**src/rtl/core/htbd_pkg.sv**
```systemverilog
// ---------------------------------------------------------------------------
// htbd_pkg
// Shared types and constants of the Huffman tree-walk bit decoder.
// ---------------------------------------------------------------------------
package htbd_pkg;

    localparam int MAX_NODES   = 512;
    localparam int NODE_AW     = $clog2(MAX_NODES);
    localparam int SLOT_W      = 9;
    localparam int SYMBOL_BITS = 8;
    localparam int COUNT_W     = 32;
    localparam int OP_W        = 2;
    localparam int APB_AW      = 3;
    localparam int APB_DW      = 32;

    localparam logic [OP_W-1:0] OP_WRITE   = 2'd0;
    localparam logic [OP_W-1:0] OP_DECODE  = 2'd1;
    localparam logic [OP_W-1:0] OP_RESTART = 2'd2;

    localparam logic REG_ROOT     = 1'b0;
    localparam logic REG_EXPECTED = 1'b1;

    typedef struct packed {
        logic                   left_present;
        logic [SLOT_W-1:0]      left_slot;
        logic                   right_present;
        logic [SLOT_W-1:0]      right_slot;
        logic [SYMBOL_BITS-1:0] symbol;
    } node_entry_t;

    typedef struct packed {
        logic mem_we;    // store the node entry of the accepted request
        logic restart;   // return walk to root, clear the symbol count
        logic load_bit;  // capture the code bit of a decode request
        logic step;      // take one edge of the tree
        logic check;     // finish the step: leaf test and walk update
        logic hold;      // keep the reached node's entry on the read port
        logic emit;      // load the output register with a symbol
    } htbd_cmd_t;

    typedef struct packed {
        logic ignore;    // symbol count already reached
        logic leaf;      // reached node has no children
        logic out_free;  // output register can take a symbol
    } htbd_status_t;

endpackage

```
**src/rtl/core/htbd_ctrl.sv**
```systemverilog
// ---------------------------------------------------------------------------
// htbd_ctrl
// Sequencer for one decode request: step through the table, then leaf check.
// ---------------------------------------------------------------------------
module htbd_ctrl import htbd_pkg::*; (
    input  logic            aclk,
    input  logic            aresetn,
    input  logic            s_valid,
    input  logic [OP_W-1:0] s_operation,
    output logic            s_ready,
    input  htbd_status_t    status,
    output htbd_cmd_t       cmd
);

    typedef enum logic [2:0] {
        ST_IDLE  = 3'b001,
        ST_STEP  = 3'b010,
        ST_CHECK = 3'b100
    } state_t;

    state_t state_reg, state_next;
    logic   can_finish;
    logic   accept;
    logic   take_decode;

    // A stalled leaf waits for the output register; inner nodes never stall
    assign can_finish  = !status.leaf || status.out_free;
    assign s_ready     = (state_reg == ST_IDLE) || ((state_reg == ST_CHECK) && can_finish);
    assign accept      = s_valid && s_ready;
    assign take_decode = accept && (s_operation == OP_DECODE);

    always_comb begin
        cmd          = '0;
        cmd.mem_we   = accept && (s_operation == OP_WRITE);
        cmd.restart  = accept && (s_operation == OP_RESTART);
        cmd.load_bit = take_decode;
        cmd.step     = (state_reg == ST_STEP) && !status.ignore;
        cmd.check    = (state_reg == ST_CHECK) && can_finish;
        cmd.hold     = (state_reg == ST_CHECK) && !can_finish;
        cmd.emit     = (state_reg == ST_CHECK) && can_finish && status.leaf;
    end

    always_comb begin
        state_next = state_reg;
        case (state_reg)
            ST_IDLE: begin
                if (take_decode) begin
                    state_next = ST_STEP;
                end
            end
            ST_STEP: begin
                state_next = status.ignore ? ST_IDLE : ST_CHECK;
            end
            ST_CHECK: begin
                if (can_finish) begin
                    state_next = take_decode ? ST_STEP : ST_IDLE;
                end
            end
            default: begin
                state_next = ST_IDLE;
            end
        endcase
    end

    always_ff @(posedge aclk) begin
        if (!aresetn) begin
            state_reg <= ST_IDLE;
        end else begin
            state_reg <= state_next;
        end
    end

endmodule

```
**config.mk**
```make
export PLATFORM = sky130hd
export DESIGN_NAME = htbd_ctrl
export DESIGN_NICKNAME = d
export VERILOG_FILES = /design/src/rtl/core/htbd_pkg.sv /design/src/rtl/core/htbd_ctrl.sv
export SDC_FILE = /design/constraint.sdc
export NUM_CORES = 1
export LEC_CHECK = 0
export BUFFER_PORTS_ARGS = -buffer_cell sky130_fd_sc_hd__buf_2
export CORE_AREA = 2 2 39 41
export DETAILED_ROUTE_END_ITERATION = 16
export DIE_AREA = 0 0 41 43
export PLACE_DENSITY = 0.42
export RECOVER_POWER = 100
export SLEW_MARGIN = 20
export SYNTH_ARGS = -nofsm -noshare
export SYNTH_HDL_FRONTEND = slang
export SYNTH_SLANG_ARGS = --single-unit
```
**constraint.sdc**
```tcl
create_clock -name aclk -period 1.6 [get_ports aclk]
set_clock_uncertainty 0.2 [all_clocks]
set_input_delay 0.24 -clock aclk [delete_from_list [all_inputs] [get_ports aclk]]
set_output_delay 0.24 -clock aclk [all_outputs]
set_load 0.005 [all_outputs]
```
# Word-level counts from Yosys, hierarchy flattened
# Index checks and enable logic that the tools add are counted.
word_totals:
  regBits: 3
  out_inout_bits: 8
  elab_cells: 28
classes:
  n_eq_ne: 7
  mux: 5
  reduce_logical: 15
op_table:
  columns: ["cell", "count"]
  rows:
  - ["$mux W3", 3]
  - ["$pmux W3 S3", 1]
  - ["$logic_and A1 B1 Y1", 8]
  - ["$ne A2 B2 Y1 const B", 2]
  - ["$eq A3 B1 Y1 const B", 1]
  - ["$eq A3 B2 Y1 const B", 1]
  - ["$eq A3 B3 Y1 const B", 1]
  - ["$logic_not A1 Y1", 3]
  - ["$eq A2 B1 Y1 const B", 1]
  - ["$eq A2 B2 Y1 const B", 1]
  - ["$logic_not A2 Y1", 1]
  - ["$logic_or A1 B1 Y1", 2]
  - ["$mux W2", 1]
  - ["$reduce_and A2 Y1", 1]

# Logic depth before layout (Yosys ltp)
# Gate-level depths: netlist (run 1).
logic_depth:
  word_depth: 9
  ltp_mapped: 4
  mapped_depth_nobuf: 3

# Worst setup path before layout (run 1)
# OpenSTA, ideal clock, no wires.
synth_path:
  kind: "reg2out"
  start: "register state_reg[0]"
  end: "output cmd[4] (netlist name)"
  t_arrival_ns: 0.978
  path_slack_ns: 0.182
  stages_incl_launch_ff: 5
  path_buffers: 1
  path_cell_list: "dfxtp_1 -> nand2b_4 -> o21a_4 -> nor3_1 -> buf_4"
synth_via:
  elab_chain_cells: 5
synth_rtl:
  columns: ["element", "line_no", "text"]
  rows:
  - ["start: declaration", "htbd_ctrl.sv:21", "state_t state_reg, state_next;"]
  - ["start signal: assignment", "htbd_ctrl.sv:69", "state_reg <= state_next;"]
  - ["$eq A3 B3 Y1", "htbd_ctrl.sv:28", "assign s_ready = (state_reg == ST_IDLE) || ((state_reg == ST_CHECK) && can_finish);"]
  - ["$logic_and A1 B1 Y1", "htbd_ctrl.sv:28", null]
  - ["$logic_or A1 B1 Y1 (*)", "htbd_ctrl.sv:28", null]
  - ["$logic_and A1 B1 Y1 (*)", "htbd_ctrl.sv:29", "assign accept = s_valid && s_ready;"]
  - ["$logic_and A1 B1 Y1 (*)", "htbd_ctrl.sv:30", "assign take_decode = accept && (s_operation == OP_DECODE);"]
  - ["end: declaration", "htbd_ctrl.sv:12", "output htbd_cmd_t cmd"]
# Mark *: on every way between the ends. The rest lies on a longest branch, timed or not.

# Worst setup path after layout (run 1)
layout_path:
  start: "register state_reg[0]"
  end: "output s_ready"
layout_via:
  elab_chain_cells: 3
layout_rtl:
  columns: ["element", "line_no", "text"]
  rows:
  - ["$eq A3 B3 Y1", "htbd_ctrl.sv:28", null]
  - ["$logic_and A1 B1 Y1", "htbd_ctrl.sv:28", null]
  - ["$logic_or A1 B1 Y1 (*)", "htbd_ctrl.sv:28", null]
  - ["end: declaration", "htbd_ctrl.sv:10", "output logic s_ready,"]
# Marked as above.

==> results.py, run 1 <==
metrics = {
    "place": {
        "hpwl_um": 489,
        "place_congestion": 0.680,
        "post-place-ws_ns": 0.0812,
        "port_buffers": 15,
    },
    "die": {
        "row_count": 14,
        "core_area_sq_um": 1380,
        "fp.dieW_um": 41,
        "initial_core_util_pct": 18.6,
        "ioPinCount": 16,
        "die_area_sq_um": 1760,
        "fp.dieH_um": 43,
    },
    "worst_setup_path": {
        "worstPathRequired_ns": 1.16,
        "r2r_cells": 6,
        "crit_path_max_fanout": 4,
        "start_kind": "flop",
        "r2r-end": "state_reg[1]",
        "cp-end-kind": "output pin",
        "crit_type": "reg2out",
        "cp-startpoint": "state_reg[0]",
        "r2r_start": "state_reg[0]",
        "cp.arrival_ns": 1.26,
        "r2r_setup_slack_ns": -0.02,
    },
    "clock_tree": {
        "cts_buffers": 3,
        "clock_latency_ns": 0.24,
        "cts_max_path_buffers": 2,
        "clk_pin_slew_ns": 0.04,
        "cts-root-buf": "clkbuf_4",
        "cts_tree": "done",
        "hold_buffers": 0,
        "h-tree-depth": 1,
        "clock_sinks": 3,
    },
    "routing": {
        "wl_per_cell_um": 10.5,
        "drtIter0Drc": 3,
        "ant_nets": 0,
        "routed_via_density": 4.58,
        "finalWirelength_um": 727,
        "vias": 316,
        "drc_errors": 0,
        "dr.pass1.iters": 3,
    },
    "pwr": {
        "power_switching_uw": 81.1,
        "p_leak_uw": 0.000210,
        "p_seq_share_pct": 27.5,
        "vdd_ir_drop_max_v": 0.000266,
        "p_int_uw": 213,
        "switching_share_pct": 27.6,
        "pwr-share-clk_pct": 48.0,
        "p_comb_share_pct": 24.6,
        "power.density_nw_per_um2": 616,
        "finalPower_uw": 294,
    },
    "synthesis": {
        "synth_area_sq_um": 258,
        "ys_seq_area_share_pct": 23.3,
        "synth_top_area_cell": "dfxtp_1",
        "synth.area.top_cells": "dfxtp_1, nor4b_2, nand2b_1",
        "yosysUniqueCellTypes": 20,
        "synth-seq-cells": 3,
        "syn-mean-instance-area_sq_um": 8.89,
        "synth_top_area_share_pct": 23.3,
        "syn_inst": 29,
        "ys_warn_count": 0,
        "synth_nets": 37,
    },
    "status": {
        "outcome": "complete, but fails checks",
        "violations": "negative setup slack",
    },
    "cells_and_area": {
        "diodes": 0,
        "layout_commonest_cell": "buf_2",
        "area.growth.synth_to_final_pct": 85.0,
        "fin_nets": 62,
        "final_cell_mix": "buf_2, buf_4, nand2b_1, clkbuf_4",
        "largest_register_ffs": 3,
        "drive_gt1_share_pct": 69.8,
        "fillers": 155,
        "fin_util_pct": 34.4,
    },
    "timing": {
        "min_period_over_period_pct": 106,
        "clock.fmax_mhz": 587,
        "final-hold-violation-count": 0,
        "rsz0062_at_grt": "true",
        "drv_slew": 0,
        "worst_slack_ns": -0.103,
        "slew_headroom_pct": 83.3,
        "setup-violations-final": 6,
        "fin_crit_ns": 1.70,
        "tightestPinTransition_ns": 0.249,
    },
    "global_routing": {
        "grt_pass1_vias": 312,
        "track_usage_pct": 11.3,
        "antenna_found_initial": 0,
        "grt_max_degree": 9,
        "grt_first_pass_wirelength_mm": 1.25,
        "grt_overflow": 0,
    },
    "worst_hold_path": {
        "holdPathStages": 2,
        "hold_path_end": "state_reg[2]",
        "hp-start": "aresetn",
        "min_path_type": "in2reg",
    },
    "flow_run": {
        "maxCapViolCount": 0,
    },
}
metrics by stage:
stage / setup TNS [ns] / instance area, sq um / instances / hold WS (ns)
floorplan: 0 / 258 / 29 / 0.158
global placement: 0 / 355 / 60 / 0.277
detailed placement: 0 / 355 / 60 / 0.283
CTS: -0.416 / 448 / 68 / 0.0210
global route: -0.893 / 477 / 69 / 0.0394
finish: -0.314 / 477 / 69 / 0.0330
worst max path at each step:
| stage | cells past startpoint | end | slack [ns] |
|---|---|---|---|
| final | 5 | s_ready | -0.10 |
| after global placement | 5 | cmd[5] | 0.08 |
| after floorplan | 4 | cmd[4] | 0.18 |
| after CTS | 4 | cmd[6] | -0.11 |
| after global routing | 5 | s_ready | -0.17 |
| after detailed placement | 4 | cmd[5] | 0.08 |
synth_stat cells:
cell type  n
nor4b_2    2
and4_2     1
o21ai_0    1
o21ai_1    1
buf_2      1
buf_4      1
nand2_1    1
o21a_1     1
nor3b_1    1
nor2b_1    2
nand2b_1   3
o311a_1    1
nor2_1     2
nor4_1     2
nand3b_1   1
nor3_1     2
o21a_4     1
dfxtp_1    3
nand2b_4   1
nor4b_1    1
cells by family after synthesis:
group | count (synthesis) | synth area share (%)
buffers and inverters | 2 | 4.85
flip-flops | 3 | 23.3
AO/OA/AOI/OAI | 5 | 16.5
AND/OR/NAND/NOR | 19 | 55.3
worst max-delay path, stage by stage, from the launching register on:
cell and delay (ns):
dfxtp_4 0.33, nand2b_4 0.16, o21a_4 0.24, buf_6 0.12
nor2_4 0.06, buf_2 0.11
what timing repair did:
| action | in CTS | in global routing |
|---|---|---|
| resized for setup | 9 | 4 |
| gates cloned | 0 | 0 |
| setup endpoints to repair | 6 | 7 |
| setup buffers | 4 | 1 |
| pin swaps | 3 | 2 |
per-layer routing:
layer / GRT usage [%] / vias to the layer above / wire [um]
met2: 15.9 / 13 / 375
met5: 0 / - / 0
li1: - / 159 / -
met4: 12.0 / 0 / 17
met3: 5.76 / 2 / 67
met1: 10.5 / 142 / 267
power by group through the flow:
stage,Combinational [uW],Sequential [uW],Clock [uW]
finish,72.2,80.6,141
global route,79.3,81.1,163
CTS,63.3,80.7,151
detailed placement,48.1,83.4,0
global placement,48.6,83.8,0
floorplan,27.5,81.7,0
layout make-up:
class	count	area [sq um]	share of cell area, %
well taps	16	20.0	4.20
repair buffers	22	130	27.3
clock buffers	4	26.3	5.51
flip-flops and latches	3	66.3	13.9
multi-input cells	24	234	49.1
No activity file was read; power rests on OpenSTA's default activity.
==> run 2: changes to the inputs <==
--- a/config.mk
+++ b/config.mk
@@ -7,9 +7,10 @@
 export LEC_CHECK = 0
 export BUFFER_PORTS_ARGS = -buffer_cell sky130_fd_sc_hd__buf_2
 export CORE_AREA = 2 2 39 41
+export CTS_BUF_LIST = sky130_fd_sc_hd__clkbuf_4 sky130_fd_sc_hd__clkbuf_8 sky130_fd_sc_hd__clkbuf_16
 export DETAILED_ROUTE_END_ITERATION = 16
 export DIE_AREA = 0 0 41 43
-export PLACE_DENSITY = 0.42
+export PLACE_DENSITY = 0.5
 export RECOVER_POWER = 100
 export SLEW_MARGIN = 20
 export SYNTH_ARGS = -nofsm -noshare
==> run 2 against run 1 <==
The run still ends with negative setup slack left. Cell count shrank 5.8%. Critical path depth shrank 1. First-iteration DRC count shrank 100%. Register-to-register slack gained 0.27 ns. Via count shrank 9.5%. Global-route usage shrank 2.5 points. Sequential share of layout area grew 1.1 points. Combinational power shrank 14%.
==> results.py, run 2 (same netlist as run 1, synthesis figures left out) <==
metrics = {
    "clock_tree": {
        "clock_sinks": 3,
        "cts-root-buf": "clkbuf_4",
        "cts_tree": "done",
        "clock_latency_ns": 0.23,
        "clk_pin_slew_ns": 0.04,
        "hold_buffers": 0,
        "h-tree-depth": 1,
        "cts_buffers": 3,
        "cts_max_path_buffers": 2,
    },
    "die": {
        "ioPinCount": 16,
        "initial_core_util_pct": 18.6,
        "row_count": 14,
        "fp.dieW_um": 41,
        "die_area_sq_um": 1760,
        "fp.dieH_um": 43,
        "core_area_sq_um": 1380,
    },
    "global_routing": {
        "grt_pass1_vias": 268,
        "track_usage_pct": 8.80,
        "grt_max_degree": 9,
        "grt_overflow": 0,
        "antenna_found_initial": 0,
        "grt_first_pass_wirelength_mm": 1.06,
    },
    "timing": {
        "setup-violations-final": 3,
        "drv_slew": 0,
        "worst_slack_ns": -0.0403,
        "final-hold-violation-count": 0,
        "fin_crit_ns": 1.64,
        "clock.fmax_mhz": 610,
        "slew_headroom_pct": 81.6,
        "tightestPinTransition_ns": 0.276,
        "min_period_over_period_pct": 103,
        "rsz0062_at_grt": "true",
        "holdWs_ns": 0.0583,
    },
    "worst_hold_path": {
        "min_path_type": "in2reg",
    },
    "pwr": {
        "p_seq_share_pct": 26.9,
        "p_leak_uw": 0.000195,
        "switching_share_pct": 25.5,
        "power.density_nw_per_um2": 667,
        "power_switching_uw": 75.5,
        "p_comb_share_pct": 20.9,
        "p_int_uw": 220,
        "vdd_ir_drop_max_v": 0.000623,
        "pwr-share-clk_pct": 52.2,
    },
    "worst_setup_path": {
        "start_kind": "flop",
        "worstPathRequired_ns": 1.16,
        "crit_type": "reg2out",
        "cp.arrival_ns": 1.20,
        "cp-end-kind": "output pin",
        "crit_path_max_fanout": 5,
    },
    "cells_and_area": {
        "layout_commonest_cell": "buf_2",
        "largest_register_ffs": 3,
        "final_cell_mix": "buf_2, clkbuf_4, nand2b_1, buf_4",
        "drive_gt1_share_pct": 71.4,
        "fin_nets": 58,
        "fin_cells": 65,
        "fin_util_pct": 32.0,
        "diodes": 0,
        "area.growth.synth_to_final_pct": 71.8,
    },
    "place": {
        "place_congestion": 0.637,
        "dp.cells": 60,
        "hpwl_um": 509,
        "port_buffers": 15,
    },
    "routing": {
        "ant_nets": 0,
        "vias": 286,
        "met1_length_um": 338,
        "drtIter0Drc": 0,
        "top_layer_used": "met3",
        "finalWirelength_um": 684,
        "dr.pass1.iters": 1,
        "wl_met2_um": 297,
        "wl_per_cell_um": 10.5,
        "drc_errors": 0,
        "wl_met3_um": 49,
        "routed_via_density": 4.40,
    },
    "status": {
        "outcome": "complete, but fails checks",
        "violations": "negative setup slack",
    },
    "flow_run": {
        "maxCapViolCount": 0,
    },
}
-- run 2: changes by cell type in the layout (fill, tap and decap cells not counted) --
| cell | delta |
|---|---|
| buf_2 | +1 |
| buf_4 | -3 |
| buf_6 | -1 |
| clkbuf_1 | -2 |
| clkbuf_4 | +1 |
| nor2_2 | +1 |
| nor2_4 | -1 |
-- run 2: cell type report --
| class | count | area (sq um) |
|---|---|---|
| repair buffers | 18 | 97.6 |
| clock buffers | 4 | 30.0 |
| flip-flops and latches | 3 | 66.3 |
| multi-input cells | 24 | 229 |
| well taps | 16 | 20.0 |
| fillers | 149 | 941 |
-- run 2: timing repair --
action | CTS | global route
setup endpoints to repair | 6 | 7
gates resized for setup | 5 | 6
setup buffers | 1 | 0
pin swaps | 3 | 2
-- run 2: power by group through the flow --
stage          Combinational (uW)  Sequential, uW  Clock, uW
2_1_floorplan                27.5            81.7          0
3_3_place_gp                 49.5            81.7          0
3_5_place_dp                 50.2            81.9          0
4_1_cts                      55.1            79.5        157
5_1_grt                      66.9            80.1        168
6_report                     61.8            79.6        154
-- run 2: worst paths after layout --
check	startpoint	to	slack, ns	cells past startpoint
max	state_reg[0]	cmd[4]	-0.04	4
min	aresetn	state_reg[2]	0.06	2
min reg2reg	state_reg[2]	state_reg[0]	0.44	2
max reg2reg	state_reg[0]	state_reg[1]	0.25	4
-- run 2: per-stage QoR --
| step | cell area [sq um] | TNS [ns] | setup slack [ns] | power (uW) |
|---|---|---|---|---|
| 2_1_floorplan | 258 | 0 | 0.182 | 109 |
| 3_3_place_gp | 355 | 0 | 0.0433 | 131 |
| 3_5_place_dp | 355 | 0 | 0.0525 | 132 |
| 4_1_cts | 410 | -0.216 | -0.0872 | 291 |
| 5_1_grt | 443 | -0.403 | -0.103 | 315 |
| 6_report | 443 | -0.101 | -0.0403 | 296 |
-- run 2: metal layers --
metal / vias to the layer above / track usage (%)
li1: 149 / -
met1: 123 / 11.7
met2: 14 / 12.2
met3: 0 / 4.71
met4: 0 / 2.00
met5: - / 0
-- run 2: worst max-delay path, stage by stage, from the launching register on --
cell      delay, ns
dfxtp_2        0.32
nand2b_4       0.14
o21a_4         0.22
nor3_2         0.15
buf_2          0.13
